<file path="config.mk">
export PLATFORM = sky130hd
export DESIGN_NAME = base64_decoder_core
export DESIGN_NICKNAME = d
export VERILOG_FILES = /design/src/design/b64d_pkg.sv /design/src/design/base64_decoder_core.sv /design/src/design/b64d_step.sv
export VERILOG_INCLUDE_DIRS = /design/src /design/src/design
export SDC_FILE = /design/constraint.sdc
export NUM_CORES = 1
export LEC_CHECK = 0
export BUFFER_PORTS_ARGS = -buffer_cell sky130_fd_sc_hd__buf_2
export CORE_ASPECT_RATIO = 2
export CORE_MARGIN = 5
export CORE_UTILIZATION = 45
export CTS_CLUSTER_SIZE = 28
export DETAILED_ROUTE_END_ITERATION = 6
export HOLD_SLACK_MARGIN = 0.08
export PLACE_DENSITY = 0.63
export SYNTH_ARGS = -nofsm -noshare
export SYNTH_HDL_FRONTEND = slang
export SYNTH_HIERARCHICAL = 1
export SYNTH_SLANG_ARGS = --single-unit
export TNS_END_PERCENT = 30
</file>
<file path="constraint.sdc">
create_clock -name clock -period 3.8 [get_ports clock]
set_clock_uncertainty 0.15 [all_clocks]
set_input_delay 0.38 -clock clock [delete_from_list [all_inputs] [get_ports clock]]
set_output_delay 0.38 -clock clock [all_outputs]
set_load 0.02 [all_outputs]
</file>
<file path="src/design/assert_macros.svh">
// ----------------------------------------------------------------------------
// Assertion macros included by the decoder core.
// ----------------------------------------------------------------------------
`ifndef ASSERT_MACROS_SVH
`define ASSERT_MACROS_SVH

// Checked on every rising clock edge outside reset.
`define ASSERT_CLK(label, prop, msg) \
   label: assert property (@(posedge clock) disable iff (reset) prop) else $error(msg);

// Checked on every rising clock edge, reset included.
`define ASSERT_ALWAYS(label, prop, msg) \
   label: assert property (@(posedge clock) prop) else $error(msg);

`endif

</file>
<file path="src/design/b64d_pkg.sv">
// ----------------------------------------------------------------------------
// b64d_pkg
// Types, phase codes and the alphabet lookup of the base64 decoder.
// ----------------------------------------------------------------------------
package b64d_pkg;

   localparam logic [7:0] CHAR_PAD = 8'h3d;   // '='

   localparam logic [1:0] PH_DECODE = 2'd0;
   localparam logic [1:0] PH_TERM   = 2'd1;
   localparam logic [1:0] PH_FAIL   = 2'd2;

   typedef struct packed {
      logic [17:0] acc;
      logic [1:0]  pos;
      logic [1:0]  phase;
      logic [1:0]  tpos;
      logic [2:0]  tcount;
   } dec_state_type;

   // Results caused by one transaction; bytes[0] is delivered first.
   typedef struct packed {
      logic [2:0][7:0] bytes;
      logic [1:0]      count;
      logic            bare;
      logic            eom;
      logic            bad;
   } result_group_type;

   typedef struct packed {
      logic       hit;
      logic [5:0] value;
   } sextet_type;

   // Both the '+/' and the '-_' alphabets are recognised.
   function automatic sextet_type sextet_of(input logic [7:0] c);
      sextet_type s;
      logic [7:0] d;
      s = '0;
      d = '0;
      if (c >= 8'h41 && c <= 8'h5a) begin
         d = c - 8'h41;
         s.hit = 1'b1;
         s.value = d[5:0];
      end else if (c >= 8'h61 && c <= 8'h7a) begin
         d = c - 8'h61 + 8'd26;
         s.hit = 1'b1;
         s.value = d[5:0];
      end else if (c >= 8'h30 && c <= 8'h39) begin
         d = c - 8'h30 + 8'd52;
         s.hit = 1'b1;
         s.value = d[5:0];
      end else if (c == 8'h2b || c == 8'h2d) begin
         s.hit = 1'b1;
         s.value = 6'd62;
      end else if (c == 8'h2f || c == 8'h5f) begin
         s.hit = 1'b1;
         s.value = 6'd63;
      end
      return s;
   endfunction

endpackage

</file>
<file path="src/design/base64_decoder_core.sv">
// ----------------------------------------------------------------------------
// base64_decoder_core
// Streaming base64 decoder, one character in, up to three bytes out.
// ----------------------------------------------------------------------------
// Usage:
//   The req channel carries one encoded character per transaction, with
//   req_last_char set on the final character of a message. The rsp channel
//   returns decoded bytes one per transaction; the final transaction of a
//   message has rsp_end_of_message set and rsp_status gives the verdict
//   (1 means the whole message is bad and its bytes must be discarded).
//   A bare status transaction has rsp_byte_valid low.
//   csr_wr_en with csr_wr_data selects url mode (1) or standard padded mode
//   (0); the user must write it only while the block is idle (unchecked).
// Timing:
//   Results of a character appear in the cycle after it is accepted.
//   The result port delivers one byte per cycle unless rsp_stall is high;
//   a character with several results holds off the next until all but its
//   last have left. A new character is taken as the last pending result
//   leaves, so one-result characters stream at one per cycle unless stalled.
// Reset and stalls:
//   Synchronous reset clears the decoder state, drops pending results and
//   returns to standard mode. While rsp_stall is high the pending result
//   holds and req_stall is raised once no result slot would be free.
// ----------------------------------------------------------------------------
`include "assert_macros.svh"

module base64_decoder_core
   import b64d_pkg::*;
(
   input  logic       clock,
   input  logic       reset,
   input  logic       req_valid,
   output logic       req_stall,
   input  logic [7:0] req_char_code,
   input  logic       req_last_char,
   output logic       rsp_valid,
   input  logic       rsp_stall,
   output logic [7:0] rsp_data_byte,
   output logic       rsp_byte_valid,
   output logic       rsp_end_of_message,
   output logic       rsp_status,
   input  logic       csr_wr_en,
   input  logic       csr_wr_data
);

   logic             url_mode_ff;
   dec_state_type    state_ff;
   dec_state_type    state_in;
   result_group_type group;

   // Result register: pending bytes with the next one to leave in slot 0.
   logic [2:0][7:0]  bytes_ff;
   logic [1:0]       rem_ff;
   logic             bare_ff;
   logic             eom_ff;
   logic             bad_ff;

   logic             req_accept;
   logic             rsp_accept;

   b64d_step u_step (
      .cur       (state_ff),
      .char_code (req_char_code),
      .last_char (req_last_char),
      .url_mode  (url_mode_ff),
      .nxt       (state_in),
      .group     (group)
   );

   // The result register frees up when nothing is pending, or when the
   // only pending result is taken in this cycle.
   assign req_stall  = (rem_ff > 2'd1) || (rem_ff == 2'd1 && rsp_stall);
   assign req_accept = req_valid && !req_stall;

   assign rsp_valid          = rem_ff != 2'd0;
   assign rsp_accept         = rsp_valid && !rsp_stall;
   assign rsp_data_byte      = bytes_ff[0];
   assign rsp_byte_valid     = !bare_ff;
   assign rsp_end_of_message = eom_ff && rem_ff == 2'd1;
   assign rsp_status         = bad_ff && eom_ff && rem_ff == 2'd1;

   always_ff @(posedge clock) begin
      if (reset) begin
         url_mode_ff <= 1'b0;
      end else if (csr_wr_en) begin
         url_mode_ff <= csr_wr_data;
      end
   end

   always_ff @(posedge clock) begin
      if (reset) begin
         state_ff <= '0;
      end else if (req_accept) begin
         state_ff <= state_in;
      end
   end

   always_ff @(posedge clock) begin
      if (reset) begin
         rem_ff <= 2'd0;
      end else if (req_accept) begin
         rem_ff <= group.count;
      end else if (rsp_accept) begin
         rem_ff <= rem_ff - 2'd1;
      end
   end

   always_ff @(posedge clock) begin
      if (req_accept) begin
         bytes_ff <= group.bytes;
         bare_ff  <= group.bare;
         eom_ff   <= group.eom;
         bad_ff   <= group.bad;
      end else if (rsp_accept) begin
         bytes_ff <= {8'h00, bytes_ff[2], bytes_ff[1]};
      end
   end

   // A character is only taken once every earlier result has gone.
   `ASSERT_CLK(a_accept_when_free, req_accept |-> (rem_ff == 2'd0 || (rem_ff == 2'd1 && rsp_accept)), "character accepted over pending results")
   // A bad verdict is only shown on the closing transaction.
   `ASSERT_CLK(a_status_on_end, (rsp_valid && rsp_status) |-> rsp_end_of_message, "status outside end of message")
   // A bare transaction always closes a message.
   `ASSERT_CLK(a_bare_is_end, (rsp_valid && !rsp_byte_valid) |-> rsp_end_of_message, "bare result not at end of message")
   // The decoder starts afresh after every last character.
   `ASSERT_CLK(a_clear_after_last, (req_accept && req_last_char) |=> (state_ff == '0), "state not cleared after message")
   // A failed message stays silent until its last character.
   `ASSERT_CLK(a_fail_silent, (req_accept && state_ff.phase >= PH_FAIL && !req_last_char) |=> !rsp_valid, "output from a failed message")

endmodule

</file>
<file path="src/design/b64d_step.sv">
// ----------------------------------------------------------------------------
// b64d_step
// Next-state and result logic for one input character.
// ----------------------------------------------------------------------------
module b64d_step
   import b64d_pkg::*;
(
   input  dec_state_type    cur,
   input  logic [7:0]       char_code,
   input  logic             last_char,
   input  logic             url_mode,
   output dec_state_type    nxt,
   output result_group_type group
);

   sextet_type s;
   logic [1:0] lo;
   logic       bad;

   assign s  = sextet_of(char_code);

   always_comb begin
      nxt = cur;
      group = '0;
      bad = 1'b0;
      lo = 2'd0;
      if (cur.phase == PH_DECODE) begin
         if (s.hit) begin
            if (cur.pos == 2'd3) begin
               group.bytes[0] = cur.acc[17:10];
               group.bytes[1] = cur.acc[9:2];
               group.bytes[2] = {cur.acc[1:0], s.value};
               group.count = 2'd3;
               nxt.acc = '0;
               nxt.pos = 2'd0;
            end else begin
               nxt.acc = {cur.acc[11:0], s.value};
               nxt.pos = cur.pos + 2'd1;
            end
         end else if (cur.pos < 2'd2 || (!url_mode && char_code != CHAR_PAD)) begin
            nxt.phase = PH_FAIL;
         end else begin
            if (cur.pos == 2'd3) begin
               group.bytes[0] = cur.acc[17:10];
               group.bytes[1] = cur.acc[9:2];
               group.count = 2'd2;
            end else begin
               group.bytes[0] = cur.acc[11:4];
               group.count = 2'd1;
            end
            nxt.phase = PH_TERM;
            nxt.tpos = cur.pos;
            nxt.tcount = 3'd0;
         end
      end else if (cur.phase == PH_TERM) begin
         if (cur.tcount != 3'd7) begin
            nxt.tcount = cur.tcount + 3'd1;
         end
      end

      if (last_char) begin
         priority if (nxt.phase == PH_DECODE) begin
            if (nxt.pos == 2'd0) begin
               bad = 1'b0;
            end else if (!url_mode || nxt.pos == 2'd1) begin
               bad = 1'b1;
            end else if (nxt.pos == 2'd3) begin
               // Unpadded tail of three characters.
               group.bytes[0] = nxt.acc[17:10];
               group.bytes[1] = nxt.acc[9:2];
               group.count = 2'd2;
            end else begin
               group.bytes[0] = nxt.acc[11:4];
               group.count = 2'd1;
            end
         end else if (nxt.phase == PH_TERM) begin
            // Characters still owed after the terminator to close its group.
            lo = 2'd3 - nxt.tpos;
            if (!url_mode) begin
               bad = nxt.tcount != {1'b0, lo};
            end else begin
               bad = (nxt.tcount < {1'b0, lo}) ||
                     ({1'b0, nxt.tcount} > ({2'b00, lo} + 4'd3));
            end
         end else begin
            bad = 1'b1;
         end

         if (bad || group.count == 2'd0) begin
            group.bytes = '0;
            group.count = 2'd1;
            group.bare = 1'b1;
         end
         group.eom = 1'b1;
         group.bad = bad;
         nxt = '0;
      end
   end

endmodule

</file>
**After elaboration in Yosys (flattened, before gate mapping)**

Index checks and enable logic that the tools add are counted.

- Flip-flop bits (word level): 57
- Input bits: 15
- Output and inout port bits: 13
- Word-level logic and storage cells: 117

- Add/subtract/negate cells: 10
- $lt $le $gt $ge: 10
- Eq/ne operators: 13
- Multiplexer cells: 40
- Reduce and logical (&&, ||, !) cells: 30

Operators by type and width:

| cell | count |
|---|---|
| 18-bit two-way mux | 6 |
| 24-bit two-way mux | 3 |
| 27-bit two-way mux | 2 |
| 26-bit two-way mux | 2 |
| 7-bit two-way mux | 6 |
| 20-bit two-way mux | 2 |
| 29-bit two-way mux | 1 |
| 8-bit by 6-bit equality test with 1-bit output (second input constant) | 3 |
| 8-bit two-way mux | 3 |
| 10-bit two-way mux | 2 |
| 8-bit by 7-bit greater-or-equal comparator with 1-bit output (second input constant) | 2 |
| 8-bit by 7-bit less-or-equal comparator with 1-bit output (second input constant) | 2 |
| 6-bit subtractor (second input constant) | 2 |
| 1-bit logical AND | 10 |
| 3-bit two-way mux | 3 |
| 2-bit by 1-bit equality test with 1-bit output (second input constant) | 4 |
| 8-bit by 7-bit equality test with 1-bit output (second input constant) | 1 |
| 8-bit by 6-bit greater-or-equal comparator with 1-bit output (second input constant) | 1 |
| 8-bit by 6-bit less-or-equal comparator with 1-bit output (second input constant) | 1 |
| 2-bit zero test | 4 |
| 8-bit by 6-bit != test with 1-bit output (second input constant) | 1 |
| 2-bit nonzero test | 4 |
| 1-bit logical OR | 7 |
| 6-bit by 5-bit adder with 6-bit output (second input constant) | 1 |
| 19 further kinds | 30 |

**Logic depth before layout (Yosys ltp)**

Gate-level depths: netlist (run 1).

- Word-level depth: 22
- Mapped depth: 21
- Mapped depth without buffers: 19

**By module**

The synthesis (run 1) kept the hierarchy.

By module, submodules not included:

| module | times used | cells an instance | area each (um^2) | sequential area each (um^2) |
|---|---|---|---|---|
| base64_decoder_core | 1 | 212 | 2,412.3 | 1,411.4 |
| b64d_step | 1 | 306 | 1,965.6 | 0.0 |

**Worst setup path before layout (run 1)**

OpenSTA, ideal clock, no wires.

- Path type: input-to-reg
- Start: in req_char_code[2]
- End: reg bytes_ff (netlist bit rsp_data_byte[6]), data pin
- Library setup time: 0.260 ns
- Arrival time: 3.731 ns
- Data required time: 3.390 ns
- Path slack: -0.342 ns
- Stages on the path: 18
- Path through: buf_2 inv_1 ha_1 a21o_1 nand2_1 o31ai_4 nand4_1 mux2i_1 nor2_1 ha_1 o21a_1 o21ai_0 a21oi_1 a2bb2oi_2 o21a_4 buf_6 a31oi_1 mux2_4

RTL lines:

| element | line | RTL |
|---|---|---|
| from (decl) | base64_decoder_core.sv:34 | `input logic [7:0] req_char_code,` |
| to (signal assigned) | base64_decoder_core.sv:110 | `bytes_ff <= group.bytes;` |
| to (signal assigned) | base64_decoder_core.sv:115 | `bytes_ff <= {8'h00, bytes_ff[2], bytes_ff[1]};` |
| to (decl) | base64_decoder_core.sv:52 | `logic [2:0][7:0] bytes_ff;` |

==> summary.md, run 1 <==
| Metric | Value |
|---|---|
| Status | `finished clean` |
| Share of post-route cells with drive strength above 1 | `0.2802` |
| CP Class | `primary input to register` |
| Max-slew violation count | `0` |
| Hold slack | `0.1522 ns` |
| Final setup violation count | `0` |
| Mux cell area share after synthesis | `0.05973` |
| CTS HTree Levels | `3` |
| Clock sink count | `57` |
| Final WS setup | `about 0.14 ns` |
| Hold Vio Cnt, Final | `0` |
| P_leak | `between 1.5 and 2 nW` |
| Layout area overhead | `19.29%` |
| Remaining Overflow, GRT | `0` |
| Hold Path Class | `primary input to register` |
| Core ar. | `slightly below 10000 sq um` |
| PwrDens | `356.3 nW/um^2` |
| Cells along the critical path | `buf_2 > inv_6 > ha_4 > nor2b_2 > o211ai_1 > a31oi_4 > nand4_1 > mux2i_2 > buf_4 > buf_4 > ha_1 > inv_1 > a21oi_1 > a21oi_1 > a21oi_2 > a2bb2oi_2 > o21a_4 > buf_6 > a21oi_1 > mux2_2` |
| Least-Margin Pin Slew | `between 1 and 1.5 ns` |
| Worst Path Arrival | `between 3 and 4 ns` |
| Antenna cells | `0` |
| Main combinational cell family by area after synthesis | `simple AND/OR/NAND/NOR gates` |
| Max Freq | `roughly 270 MHz` |
| Register clock-pin slew on the reported worst setup and hold paths | `0.05 ns` |
| Place WS | `-0.2056 ns` |
| VDD IR max | `between 0.0002 and 0.00025 V` |
| NumNets Final | `598` |
| Worst-path maximum fanout | `8` |
| Initial core utilization | `0.4544` |
| Synth Area in Adders | `0.04859` |
| Clock Latency Late Sink | `0.33 ns` |
| GP Congestion | `~0.99` |
| Critical path data required time | `~3.7 ns` |
| CTS max path bufs | `2` |
| Post-Synth Simple-Gate Area | `0.2444` |
| Post-synth EDFFs | `27` |
| Syn_nets | `550` |
| Register area | `1411 sq um` |
| Fraction of registers with async set/reset | `0` |
| Post-synthesis xor/xnor area fraction | `0.008002` |
| Register area share after synthesis | `0.3224` |
| Post-Syn Area | `4378 sq um` |
| Num CTS Buffers | `9` |
| Post-synthesis cell type count | `70` |
| Port bufs | `27` |
| Min Tclk post-route | `3.660 ns` |
| Max stage delay on crit path | `between 0.3 and 0.4 ns` |
| Setup Total Neg Slack | `0 ns` |
| Synth warn | `6` |
| Complex-gate fraction of the synthesized area | `0.2412` |
| Vias in the first global route | `roughly 4100` |
| Initial antenna violation count | `0` |
| GRT Resource Usage Total | `0.2380` |
| DR WL/cell | `19.43 microns` |
| Post-Synthesis Cells | `518` |
| First-pass GRT wire length | `21610 microns` |
| Most common cell after layout, fill and taps aside | `a21oi_1` |
| Via Count | `~4200` |
| Largest net degree at the start of global routing | `38` |
| Final HPWL DP | `~10000 microns` |
| Clk root buf | `clkbuf_16` |
| Detailed Route WL | `approximately 14000 microns` |
| DIE HEIGHT | `~150 microns` |
| Ys flop type | `dfxtp_1` |
| Most frequent cells in the layout | `a21oi_1, buf_4, nand3_1, nand2_1, nor2_1` |
| CTS Hold Bufs | `0` |
| I/O Pins | `28` |
| Slowest-stage cell, CP | `o211ai_1` |
| Setup crit end kind | `register` |
| CTS tree | `yes` |
| Die footprint | `roughly 12000 sq um` |
| Syn avg cell area | `~8.5 sq um` |
| Crit path launch type | `primary input` |
| 1st-pass router iterations | `5` |
| CP dominant cell by count | `a21oi_1` |
| Width of the die | `around 80 microns` |
| FILL cells | `a little under 900` |
| 1st-iter DRT viols | `around 400` |
| Residual DRC | `0` |
| Slew headroom | `0.2270` |
| Antenna Nets Post-Route | `0` |
| Footprint of the multi-input gates | `approximately 2700 sq um` |
| Final Core Density | `0.5420` |
| Via density | `5.979` |
| FP Rows | `a little over 50` |
| Seq cells post-synth | `between 50 and 60` |
| Total of max-cap violations | `0` |
| Final Cycle Share | `0.9632` |
worst max-delay path, delay by kind of cell:
| family | cells | cell delay, ns |
|---|---|---|
| compound gates | 8 | 1.35 |
| fa+ha+maj | 2 | 0.31 |
| buf+inv | 6 | 0.63 |
| mux | 2 | 0.59 |
| simple gates | 2 | 0.35 |
flip-flops by register name, indices dropped and copies added (netlist names):
name	count
state_ff	27
bytes_ff	16
rsp_data_byte	8
rem_ff	2
bad_ff	1
bare_ff	1
eom_ff	1
url_mode_ff	1
kinds of logic after synthesis:
family          after synthesis
flops                        57
compound gates              163
buf+inv                      57
fa+ha+maj                    17
simple gates                199
xor+xnor                      4
mux                          21
where the power goes:
group          total (mW)  switching, mW  internal [mW]
Sequential          0.710         0.0158          0.694
Combinational       0.329          0.213          0.116
Clock               0.822          0.283          0.539
Total                1.86          0.512           1.35
path summary, 6_finish.rpt:
path / start / endpoint / slack [ns] / cells past startpoint
setup / recovery: req_char_code[2] / rsp_data_byte[2]$_DFFE_PP_ / 0.14 / 20
hold / removal: csr_wr_data / url_mode_ff$_SDFFE_PP0P_ / 0.15 / 3
setup reg to reg: state_ff[5]$_SDFFE_PP0P_ / rsp_data_byte[2]$_DFFE_PP_ / 0.41 / 15
hold reg to reg: state_ff[1]$_SDFFE_PP0P_ / state_ff[1]$_SDFFE_PP0P_ / 0.35 / 2
synth_stat cells, types with 4 or more instances:
master / instances / share of area
a21oi_1: 61 / 0.070
nand3_1: 43 / 0.049
nand2_1: 40 / 0.034
nor2_1: 39 / 0.033
o21ai_0: 38 / 0.043
dfxtp_1: 30 / 0.14
edfxtp_1: 27 / 0.19
ha_1: 17 / 0.049
clkbuf_1: 15 / 0.013
a22oi_1: 14 / 0.024
buf_4: 13 / 0.022
inv_1: 12 / 0.010
nand2b_1: 11 / 0.016
mux2_2: 10 / 0.026
nand3b_1: 10 / 0.017
and3_1: 9 / 0.013
buf_6: 8 / 0.021
and2_1: 7 / 0.010
buf_2: 7 / 0.0080
mux2_4: 7 / 0.024
o211ai_1: 7 / 0.012
nor3_2: 6 / 0.014
nor3_1: 5 / 0.0057
o21a_1: 5 / 0.0086
a31oi_1: 4 / 0.0057
nor2b_1: 4 / 0.0057
nor3b_1: 4 / 0.0069
o221ai_1: 4 / 0.0080
or3_1: 4 / 0.0057
through the flow:
step / power (mW) / area, sq um / std cells
finish: 1.861 / 5223 / 703
global route: 1.930 / 5223 / 703
CTS: 1.865 / 5152 / 701
detailed placement: 1.046 / 4846 / 685
global placement: 1.042 / 4846 / 685
floorplan: 0.9551 / 4423 / 518
layout make-up:
type / count / share of cell area
Sequential cell: 57 / 0.2702
Timing Repair Buffer: 80 / 0.1052
Multi-Input combinational cell: 404 / 0.5232
Clock inverter: 5 / 0.01030
Tap cell: 132 / 0.03162
Inverter: 14 / 0.01102
Clock buffer: 11 / 0.04839
layer usage:
metal / part of all wire / global-route usage / wire length (microns) / up-vias
li1: - / - / - / 1997
met2: 0.57 / 0.4514 / 7721 / 170
met5: 0 / 0 / 0 / -
met4: 0.051 / 0.1320 / 698 / 0
met1: 0.35 / 0.2376 / 4716 / 1995
met3: 0.038 / 0.03855 / 525 / 41
repair_timing:
action	in CTS	in global routing
gates resized for setup	0	14
endpoints found under the setup margin	0	26
setup buffers	0	2
No activity file was read; power rests on OpenSTA's default activity.
==> run 2, diff against run 1 <==
- PLACE_DENSITY: 0.63 -> not set
- PLACE_DENSITY_LB_ADDON: not set -> 0.05
==> summary.md, run 2 (same netlist as run 1, synthesis figures left out) <==
| Metric | Value |
|---|---|
| Status | `finished clean` |
| 1st-pass router iterations | `5` |
| GRT Resource Usage Total | `0.2482` |
| Remaining Overflow, GRT | `0` |
| Initial core utilization | `0.4544` |
| P_leak | `between 1.5 and 2 nW` |
| Max stage delay on crit path | `a little over 0.3 ns` |
| Slew headroom | `0.5491` |
| Detailed Route WL | `about 14000 microns` |
| Crit path launch type | `primary input` |
| CP Class | `primary input to register` |
| Worst Path Arrival | `~3.7 ns` |
| Core ar. | `~9600 sq um` |
| Worst-path maximum fanout | `7` |
| Share of post-route cells with drive strength above 1 | `0.2850` |
| Launch point of the worst reg-to-reg path | `state_ff[5]$_SDFFE_PP0P_` |
| Largest reg by FF count | `state_ff` |
| Clock sink count | `57` |
| Antenna Nets Post-Route | `0` |
| Register clock-pin slew on the reported worst setup and hold paths | `~0.060 ns` |
| Clock Latency Late Sink | `around 0.33 ns` |
| Reg2reg end | `rsp_data_byte[3]$_DFFE_PP_` |
| Reg2Reg Depth | `14` |
| Final Cycle Share | `0.9516` |
| I/O Pins | `28` |
| CTS tree | `yes` |
| Slowest-stage cell, CP | `mux2i_2` |
| Cells along the critical path | `buf_2 > inv_1 > ha_1 > nand2_1 > nor2_1 > o31ai_4 > nand4_1 > mux2i_2 > inv_1 > ha_2 > nor4b_1 > o21a_1 > a21oi_2 > a2bb2oi_2 > o21a_4 > buf_4 > a311oi_4 > mux2_2` |
| Die footprint | `roughly 12000 sq um` |
| Num CTS Buffers | `9` |
| Residual DRC | `0` |
| Via density | `slightly below 6` |
| DIE HEIGHT | `about 150 microns` |
| NumNets Final | `606` |
| DR WL/cell | `slightly above 20 microns` |
| Least-Margin Pin Slew | `0.6727 ns` |
| GP Congestion | `roughly 1` |
| Dpl cells | `roughly 690` |
| Hold Crit Start | `csr_wr_data` |
| Worst hold stages | `3` |
| Initial antenna violation count | `0` |
| Final setup violation count | `0` |
| Min Tclk post-route | `approximately 3.6 ns` |
| CP dominant cell by count | `inv_1` |
| Layout area overhead | `19.63%` |
| Antenna cells | `0` |
| Min-Delay Endpoint | `url_mode_ff$_SDFFE_PP0P_` |
| Max reg flops | `27` |
| Setup Total Neg Slack | `0 ns` |
| 1st-iter DRT viols | `about 320` |
| CTS max path bufs | `2` |
| Total of max-cap violations | `0` |
| Setup crit end kind | `register` |
| Critical path data required time | `about 3.9 ns` |
| Fin area | `around 5200 sq um` |
| Post-DP Area | `around 4900 sq um` |
| FP Rows | `51` |
| Clk root buf | `clkbuf_16` |
| Via Count | `roughly 4200` |
| Fin cells | `approximately 710` |
| Reg-to-reg slack, setup | `between 0.4 and 0.5 ns` |
| First-pass GRT wire length | `between 20000 and 25000 microns` |
| Hold Vio Cnt, Final | `0` |
| CTS HTree Levels | `3` |
| Max-slew violation count | `0` |
| Hold Path Class | `primary input to register` |
| Final HPWL DP | `10730 microns` |
| Port bufs | `27` |
| Most frequent cells in the layout | `a21oi_1, buf_4, nand3_1, nand2_1` |
| Width of the die | `between 70 and 80 microns` |
| Largest net degree at the start of global routing | `38` |
| Hold slack | `~0.14 ns` |
| FILL cells | `slightly above 900` |
| Vias in the first global route | `between 4000 and 5000` |
| PwrDens | `approximately 340 nW/um^2` |
| Delay-heaviest family, CP | `compound AO/OA/AOI/OAI gates` |
| Max Freq | `276.5 MHz` |
| VDD IR max | `about 0.00020 V` |
| Worst path bufs/invs | `4` |
| Footprint of the multi-input gates | `~2700 sq um` |
| Register area | `around 1400 sq um` |
==> run 2: worst register-to-register path, cell delays in order, from the launching register on <==
cell       delay [ns]
dfxtp_1          0.46
nor2b_1          0.23
nand2_1          0.13
mux2i_1          0.25
nor2_1           0.11
ha_1             0.31
nor2b_1          0.13
o21a_1           0.16
o21ai_1          0.15
a21oi_2          0.08
a2bb2oi_2        0.16
o21a_4           0.25
buf_4            0.15
a311oi_4         0.24
mux2_2           0.20
==> run 2: worst max path at each step <==
| stage | from | endpoint | slack (ns) | depth (start not counted) |
|---|---|---|---|---|
| 2_1_floorplan | req_char_code[2] | rsp_data_byte[6]$_DFFE_PP_ | -0.008 | 18 |
| 3_3_place_gp | req_char_code[1] | rsp_data_byte[3]$_DFFE_PP_ | -0.31 | 18 |
| 3_5_place_dp | req_char_code[1] | rsp_data_byte[3]$_DFFE_PP_ | -0.39 | 18 |
| 4_1_cts | req_char_code[1] | rsp_data_byte[3]$_DFFE_PP_ | 0.06 | 18 |
| 5_1_grt | req_char_code[0] | rsp_data_byte[3]$_DFFE_PP_ | -0.01 | 19 |
| 6_report | req_char_code[0] | rsp_data_byte[3]$_DFFE_PP_ | 0.18 | 18 |
==> run 2: metal layers <==
layer,share of wire,up-vias,global-route usage
met5,0,-,0
met4,0.069,0,0.1794
met3,0.036,51,0.02651
met2,0.56,146,0.4719
met1,0.33,2022,0.2368
li1,-,2018,-
==> run 2: cell type report <==
class,count,share of cell area
multi-input combinational,405,0.5229
sequential,57,0.2695
timing repair buffer,87,0.1118
clock buffer,9,0.04300
tap,132,0.03153
inverter,14,0.01099
clock inverter,7,0.01027
==> run 2: power breakdown <==
part | total [mW] | switching [mW] | internal [mW] | leakage [nW]
sequential | 0.708 | 0.0154 | 0.693 | 0.518
clock | 0.759 | 0.314 | 0.445 | 0.130
combinational | 0.337 | 0.217 | 0.120 | 1.28
==> run 2: through the flow <==
step | worst slack, ns | utilization | power (mW)
2_1_floorplan | -0.008240 | - | 0.9551
3_3_place_gp | -0.3092 | 0.5071 | 1.050
3_5_place_dp | -0.3941 | 0.5071 | 1.055
4_1_cts | 0.06409 | 0.5367 | 1.812
5_1_grt | -0.01479 | 0.5436 | 1.873
6_report | 0.1838 | 0.5436 | 1.804
==> run 2: what timing repair did <==
action,4_1_cts,5_1_grt
setup endpoints to repair,1,24
gates resized for setup,1,10
pin swaps,0,3
setup buffers,0,2
hold buffers,0,0
gates cloned,0,1
